## src/rtl/tspt_pkg.sv

```systemverilog
// Package for the thread slot probe table: field widths, default table size,
// request kinds and the sequencer state type.
// No dependencies; imported by the top level and its port checker.
`timescale 1ns / 1ps
`default_nettype none

package tspt_pkg;

   // Default number of slots in the owner table.
   localparam int SLOTS_DEFAULT = 64;

   // Owner id width and the chunks it is folded in while hashing.
   localparam int ID_W    = 64;
   localparam int CHUNK_W = 16;
   localparam int CHUNKS  = ID_W / CHUNK_W;
   localparam int CHK_W   = $clog2(CHUNKS);

   // Result slot field and its byte-padded stream word.
   localparam int SLOT_W     = 6;
   localparam int RSP_DATA_W = 8;

   // Request kinds carried on the request tuser bit.
   typedef enum logic {
      REQ_CLAIM = 1'b0,
      REQ_FIND  = 1'b1
   } req_kind_type;

   // Sequencer states.
   typedef enum logic [2:0] {
      ST_CLEAR,
      ST_IDLE,
      ST_HASH_MUL,
      ST_HASH_BACK,
      ST_HASH_SUB,
      ST_PROBE,
      ST_RESP
   } state_type;

endpackage : tspt_pkg

`default_nettype wire

```

## src/rtl/thread_slot_probe_table.sv

```systemverilog
// Thread slot probe table: open-addressed owner id table with linear probing.
// Contains the hash remainder unit, the probe sequencer and the owner memory.
// Depends on tspt_pkg.
//
// Usage:
//   The request channel (req_) carries one word per request: tdata is the
//   64-bit owner id, tuser selects claim (0) or find (1). A claim takes the
//   first empty slot from the home slot (id mod SLOTS) onward and records the
//   id there; a find returns the first slot holding the id. The result
//   channel (rsp_) returns one word per request: tuser is ok, tdata bits 5:0
//   are the slot index (zero when ok is low).
//   Hashing reduces the id to its home slot 16 bits at a time, each chunk in
//   turn: a shared multiplier forms a reciprocal quotient estimate,
//   multiplies it back by SLOTS, and one compare-and-subtract fixes the
//   remainder. Each probe is then one read of the owner memory, with
//   registered read data. A request probes at most SLOTS slots.
//   One request is in flight at a time; req_tready returns in the cycle after
//   the result word is taken.
//   Reset: synchronous, active high. After reset the block sweeps the owner
//   memory to zero, one slot per cycle, with req_tready low. If the receiver
//   stalls, the result word holds until taken.
`timescale 1ns / 1ps
`default_nettype none

module thread_slot_probe_table
   import tspt_pkg::*;
#(
   parameter int SLOTS = SLOTS_DEFAULT
) (
   input  wire logic                  clock,
   input  wire logic                  reset,
   // Request channel.
   input  wire logic                  req_tvalid,
   output logic                       req_tready,
   input  wire logic [ID_W-1:0]       req_tdata,   // [63:0] thread_id
   input  wire logic                  req_tuser,   // [0] req_type
   // Result channel.
   output logic                       rsp_tvalid,
   input  wire logic                  rsp_tready,
   output logic [RSP_DATA_W-1:0]      rsp_tdata,   // [5:0] slot, [7:6] zero
   output logic                       rsp_tuser    // [0] ok
);

   localparam int IDX_W = $clog2(SLOTS);
   localparam int CNT_W = $clog2(SLOTS + 1);
   localparam int V_W   = IDX_W + CHUNK_W;
   // Reciprocal of SLOTS scaled by 2^V_W, rounded down.
   localparam logic [V_W-1:0] RECIP = V_W'((64'd1 << V_W) / 64'(SLOTS));

   // Owner memory: one write port, one registered read port.
   logic [ID_W-1:0] mem_ff [SLOTS];

   state_type        state_ff, state_in;
   req_kind_type     kind_ff, kind_in;
   logic [ID_W-1:0]  id_ff, id_in;
   logic [ID_W-1:0]  sh_ff, sh_in;
   logic [CHK_W-1:0] chk_ff, chk_in;
   logic [2*V_W-1:0] prod_ff, prod_in;
   logic [IDX_W-1:0] rem_ff, rem_in;
   logic [IDX_W-1:0] clr_ff, clr_in;
   logic [IDX_W-1:0] addr_ff, addr_in;
   logic [CNT_W-1:0] cnt_ff, cnt_in;
   logic             rd_valid_ff, rd_valid_in;
   logic             rd_last_ff, rd_last_in;
   logic [IDX_W-1:0] rd_addr_ff, rd_addr_in;
   logic [ID_W-1:0]  rd_data_ff;
   logic             rsp_ok_ff, rsp_ok_in;
   logic [SLOT_W-1:0] rsp_slot_ff, rsp_slot_in;

   logic             wr_en;
   logic [IDX_W-1:0] wr_addr;
   logic [ID_W-1:0]  wr_data;

   logic [V_W-1:0]   hv;
   logic [V_W-1:0]   mul_a;
   logic [V_W-1:0]   mul_b;
   logic [2*V_W-1:0] mul_p;
   logic [IDX_W:0]   rem_step;
   logic             rem_ge;
   logic [IDX_W-1:0] rem_next;
   logic [IDX_W-1:0] addr_inc;
   logic             clr_last;
   logic             hit;
   logic             fail;
   logic             issue;

   // Shared multiplier: quotient estimate first, then the estimate times SLOTS.
   assign hv    = {rem_ff, sh_ff[ID_W-1 -: CHUNK_W]};
   assign mul_a = (state_ff == ST_HASH_BACK) ? prod_ff[2*V_W-1:V_W] : hv;
   assign mul_b = (state_ff == ST_HASH_BACK) ? V_W'(SLOTS) : RECIP;
   assign mul_p = (2*V_W)'(mul_a) * (2*V_W)'(mul_b);

   // The estimate is low by at most one, so one compare-and-subtract is enough.
   assign rem_step = (IDX_W+1)'(hv - prod_ff[V_W-1:0]);
   assign rem_ge   = (rem_step >= (IDX_W+1)'(SLOTS));
   assign rem_next = rem_ge ? IDX_W'(rem_step - (IDX_W+1)'(SLOTS)) : IDX_W'(rem_step);

   // Probe address steps around the ring.
   assign addr_inc = (addr_ff == IDX_W'(SLOTS - 1)) ? '0 : addr_ff + 1'b1;
   assign clr_last = (clr_ff == IDX_W'(SLOTS - 1));

   // Compare the returned owner word against the request.
   always_comb begin
      hit = 1'b0;
      if (rd_valid_ff) begin
         unique case (kind_ff)
            REQ_CLAIM: hit = (rd_data_ff == '0);
            REQ_FIND:  hit = (rd_data_ff == id_ff);
            default:   hit = 1'b0;
         endcase
      end
   end

   assign fail  = rd_valid_ff && !hit && rd_last_ff;
   assign issue = (state_ff == ST_PROBE) && !hit && (cnt_ff < CNT_W'(SLOTS));

   // Next state.
   always_comb begin
      state_in = state_ff;
      unique case (state_ff)
         ST_CLEAR:     if (clr_last) state_in = ST_IDLE;
         ST_IDLE:      if (req_tvalid) state_in = ST_HASH_MUL;
         ST_HASH_MUL:  state_in = ST_HASH_BACK;
         ST_HASH_BACK: state_in = ST_HASH_SUB;
         ST_HASH_SUB:  state_in = (chk_ff == CHK_W'(CHUNKS - 1)) ? ST_PROBE : ST_HASH_MUL;
         ST_PROBE:     if (hit || fail) state_in = ST_RESP;
         ST_RESP:      if (rsp_tready) state_in = ST_IDLE;
         default:      state_in = ST_CLEAR;
      endcase
   end

   // Datapath and memory write controls.
   always_comb begin
      kind_in     = kind_ff;
      id_in       = id_ff;
      sh_in       = sh_ff;
      chk_in      = chk_ff;
      prod_in     = prod_ff;
      rem_in      = rem_ff;
      clr_in      = clr_ff;
      addr_in     = addr_ff;
      cnt_in      = cnt_ff;
      rd_valid_in = 1'b0;
      rd_last_in  = 1'b0;
      rd_addr_in  = rd_addr_ff;
      rsp_ok_in   = rsp_ok_ff;
      rsp_slot_in = rsp_slot_ff;
      wr_en       = 1'b0;
      wr_addr     = clr_ff;
      wr_data     = '0;

      unique case (state_ff)
         ST_CLEAR: begin
            wr_en   = 1'b1;
            wr_addr = clr_ff;
            wr_data = '0;
            clr_in  = clr_ff + 1'b1;
         end
         ST_IDLE: begin
            kind_in = req_kind_type'(req_tuser);
            id_in   = req_tdata;
            sh_in   = req_tdata;
            chk_in  = '0;
            rem_in  = '0;
         end
         ST_HASH_MUL, ST_HASH_BACK: begin
            prod_in = mul_p;
         end
         ST_HASH_SUB: begin
            rem_in = rem_next;
            sh_in  = {sh_ff[ID_W-CHUNK_W-1:0], {CHUNK_W{1'b0}}};
            chk_in = chk_ff + 1'b1;
            if (chk_ff == CHK_W'(CHUNKS - 1)) begin
               addr_in = rem_next;
               cnt_in  = '0;
            end
         end
         ST_PROBE: begin
            if (issue) begin
               rd_valid_in = 1'b1;
               rd_last_in  = (cnt_ff == CNT_W'(SLOTS - 1));
               rd_addr_in  = addr_ff;
               addr_in     = addr_inc;
               cnt_in      = cnt_ff + 1'b1;
            end
            if (hit) begin
               rsp_ok_in   = 1'b1;
               rsp_slot_in = SLOT_W'(rd_addr_ff);
               if (kind_ff == REQ_CLAIM) begin
                  wr_en   = 1'b1;
                  wr_addr = rd_addr_ff;
                  wr_data = id_ff;
               end
            end else if (fail) begin
               rsp_ok_in   = 1'b0;
               rsp_slot_in = '0;
            end
         end
         ST_RESP: begin
         end
         default: begin
         end
      endcase
   end

   // Control registers.
   always_ff @(posedge clock) begin
      if (reset) begin
         state_ff    <= ST_CLEAR;
         clr_ff      <= '0;
         rd_valid_ff <= 1'b0;
         rd_last_ff  <= 1'b0;
      end else begin
         state_ff    <= state_in;
         clr_ff      <= clr_in;
         rd_valid_ff <= rd_valid_in;
         rd_last_ff  <= rd_last_in;
      end
   end

   // Payload registers.
   always_ff @(posedge clock) begin
      kind_ff     <= kind_in;
      id_ff       <= id_in;
      sh_ff       <= sh_in;
      chk_ff      <= chk_in;
      prod_ff     <= prod_in;
      rem_ff      <= rem_in;
      addr_ff     <= addr_in;
      cnt_ff      <= cnt_in;
      rd_addr_ff  <= rd_addr_in;
      rsp_ok_ff   <= rsp_ok_in;
      rsp_slot_ff <= rsp_slot_in;
   end

   // Owner memory with registered read data.
   always_ff @(posedge clock) begin
      if (wr_en) begin
         mem_ff[wr_addr] <= wr_data;
      end
      rd_data_ff <= mem_ff[addr_ff];
   end

   // Ports.
   assign req_tready = (state_ff == ST_IDLE);
   assign rsp_tvalid = (state_ff == ST_RESP);
   assign rsp_tdata  = RSP_DATA_W'(rsp_slot_ff);
   assign rsp_tuser  = rsp_ok_ff;

endmodule : thread_slot_probe_table

`default_nettype wire

```

## config.mk

```make
export PLATFORM = sky130hd
export DESIGN_NAME = thread_slot_probe_table
export DESIGN_NICKNAME = d
export VERILOG_FILES = /design/src/rtl/tspt_pkg.sv /design/src/rtl/thread_slot_probe_table.sv
export SDC_FILE = /design/constraint.sdc
export NUM_CORES = 2
export LEC_CHECK = 0
export BUFFER_PORTS_ARGS = -buffer_cell sky130_fd_sc_hd__buf_2
export CORE_UTILIZATION = 42
export DETAILED_ROUTE_END_ITERATION = 10
export HOLD_SLACK_MARGIN = 0.02
export PLACE_DENSITY = 0.61
export SYNTH_ARGS = -nofsm -noshare
export SYNTH_HDL_FRONTEND = slang
export SYNTH_SLANG_ARGS = --single-unit
```

## constraint.sdc

```tcl
create_clock -name clock -period 6.8 [get_ports clock]
set_clock_uncertainty 0.1 [all_clocks]
set_input_delay 0.68 -clock clock [delete_from_list [all_inputs] [get_ports clock]]
set_output_delay 0.68 -clock clock [all_outputs]
set_load 0.01 [all_outputs]
```

==> reports/metrics.csv <==
metric;value;unit
EDFF count, synth;4213;
power per cell area;291;mW/mm2
Hold Crit Start;req_tvalid;
WS Path Type;register to register;
synthesized flop and latch total;4288;
row cnt;229;
Slew Viols, Final;0;
core area;0.389;mm2
Synth Flop Type;edfxtp_1;
hold crit path type;input port to register;
antenna-violating nets left;0;
DRT Pass-1 Iters;9;
worst r2r src;rd_data_ff[9]$_DFF_P_;
maximum root-to-sink buffer count;4;
worst-skew pair later-pin latency;1000;ps
CP startpoint kind;register;
GR Overflow Total;0;
Routed WL per cell;35.6;um
setup repair after global routing missed its margin;false;
crit path from;rd_data_ff[9]$_DFF_P_;
worst ir drop on vdd;0.000244;V
fin crit period;5480;ps
Adder-Cell Fraction of Synth Area;0.000305;
pre-CTS setup slack;1390;ps
Seq/Total Area, Yosys;0.780;
post-route non-filler standard cell count;13500;
HPWL Detailed;277;mm
Fin. Hold Viols;0;
CP endpoint kind;register;
Mean Syn Cell Area;21.9;um2
final total power;54.2;mW
Hold Slack;183;ps
Die Y;627;um
CP required;7300;ps
main combinational cell family by area after synthesis;multiplexers;
setup TNS;0;ps
yosys warns;0;
fill cell count;31600;
Die W;627;um
fin nets;8003;
status;complete, but fails checks;
Gate Count Post-Synth;7503;
Vias;83000;
Final WS setup;1320;ps
clk slew on worst S/H paths;60;ps
port bufs;77;
DIE AREA;0.393;mm2
Async S/R FF share, synth;0;
I/O pins;80;
Unique masters post-synth;72;
fin crit share;0.806;
Root Driver;clkbuf_16;
vias in the first global route;82000;
GRT Total Usage;0.243;
Worst Tran Pin Value;1460;ps
first-pass GRT wire length;667;mm
largest net degree at the start of global routing;113;
compound-cell area share of the yosys netlist;0.0334;
failing checks;DRC;
post-synthesis xor/xnor area fraction;0.00336;
mux share of post-synthesis cell area;0.154;
H-tree levels;5;
# placed instances;12600;
fmax;0.182;GHz
initial antenna violation count;38;
Routed WL;482;mm
DRT iter0 DRCs;11800;
CP Data Arrival Time;5990;ps
max cap viols;0;
worst-path fanout max;40;
Synth Area in Simple Gates;0.0153;
Starting Density;0.422;
CTS tree;built;
Area growth syn-to-layout;13.6;%
Slew HR;0.0234;
Setup Viol. Count Final;0;
clock sink total;4288;
total CTS buffers;421;
GPL Wtd Cong;0.921;
Cell Area, Synth;0.164;mm2
vias per cell;6.14;
LEAKAGE;64.9;nW
share of layout cells above drive strength 1;0.244;
drt drc;8;
placed cells by master, fill, tap and decap left out, drive strengths merged, types with 49 or more instances in the layout:
cell / instances
a211oi: 51
a21oi: 152
and2: 70
buf: 363
clkbuf: 522
clkinv: 186
dfxtp: 75
diode: 51
dlygate4sd3: 66
edfxtp: 4213
mux2i: 434
mux4: 905
nand2: 119
nor2: 136
o21ai: 155
o221ai: 202
o22ai: 161
xnor2: 49
path summary, 6_finish.rpt:
path	to	slack [ps]	cells after the start
min	state_ff[1]$_SDFFE_PP0P_	180	5
min reg2reg	sh_ff[35]$_DFFE_PP_	450	1
max reg2reg	mem_ff[3][58]$_DFFE_PP_	1320	7
max	mem_ff[3][58]$_DFFE_PP_	1320	7
state kept, by name, indices dropped and copies added, names as in the netlist, 3 cells and up:
signal,cells
sh_ff,24
rd_data_ff,64
clr_ff,6
state_ff,3
cnt_ff,7
rsp_slot_ff,6
mem_ff,4096
rd_addr_ff,6
id_ff,64
addr_ff,6
report_power, final:
part	switching [mW]	total, mW	internal, mW
Sequential	0.290	29.7	29.4
Combinational	1.08	1.50	0.415
Clock	10.0	23.0	13.0
worst max-delay path, cell delays in order, from the launching register on:
cell and delay, ps:
dfxtp_1 330, nor4_1 590, nand4_1 210, or3_4 440, or3_1 800, mux2i_1 530
nor2_4 1130, buf_4 780
repair_timing:
| action | in CTS | in global routing |
|---|---|---|
| hold buffers | 66 | 0 |
| gates resized for setup | 0 | 0 |
| buffers inserted | 0 | 0 |
| endpoints found under the hold margin | 96 | 0 |
per-layer routing:
metal  up-vias  GRT usage  share of wire
li1      32800          -              -
met1     44700      0.342           0.39
met2      4735      0.379           0.47
met3       770     0.0432          0.096
met4        10     0.0972          0.044
met5         -          0        0.00013
kinds of logic (layout without fill, tap and decap cells):
group	after synthesis	after routing
compound gates	812	812
mux	1381	1381
xor+xnor	63	63
buf+inv	445	1219
simple gates	509	509
fa+ha+maj	4	4
flops	4288	4288
other cells	1	53
stage by stage:
step | instance area, um2 | util
3_5_place_dp | 172000 | 0.443
5_1_grt | 187000 | 0.479
2_1_floorplan | 164000 | -
6_report | 187000 | 0.480
3_3_place_gp | 172000 | 0.443
4_1_cts | 186000 | 0.479
Yosys cell counts, types with 4 or more instances:
master,count,area (um2)
mux2_2,42,473
a311oi_1,10,87.6
nand2_1,118,443
a31oi_1,6,37.5
nor3_1,19,95.1
nand2b_1,25,156
nor2_1,136,510
mux4_2,902,20300
o22ai_1,161,1010
and2_1,70,438
nand4_1,16,100
mux2i_1,431,4310
xnor2_1,49,429
buf_4,61,458
ha_1,4,50.1
nor4_1,32,200
nand3_1,29,145
nor2b_1,19,119
or2_2,5,31.3
edfxtp_1,4213,127000
a2111oi_0,8,70.1
buf_6,37,417
nor3b_1,5,37.5
dfxtp_1,75,1500
buf_2,93,465
xor2_1,14,123
a211oi_1,51,383
and3_1,22,138
o2111ai_1,4,35.0
a32oi_1,6,52.6
or3_1,5,31.3
buf_1,29,109
o221ai_1,202,1770
a21oi_1,152,761
o21ai_0,154,771
o22a_1,9,78.8
o31a_1,10,87.6
clkbuf_1,203,762
inv_1,17,63.8
o32ai_1,11,96.3
cell type report:
class	count	area [um2]	share of cell area
clock inverter	249	2460	0.0132
tap	5197	6500	0.0349
timing repair buffer	429	3910	0.0209
antenna	51	128	0.000684
sequential	4288	128000	0.686
multi-input combinational	2771	34400	0.184
inverter	19	88.8	0.000476
clock buffer	522	11100	0.0593
Power figures use the tool's default switching activity.
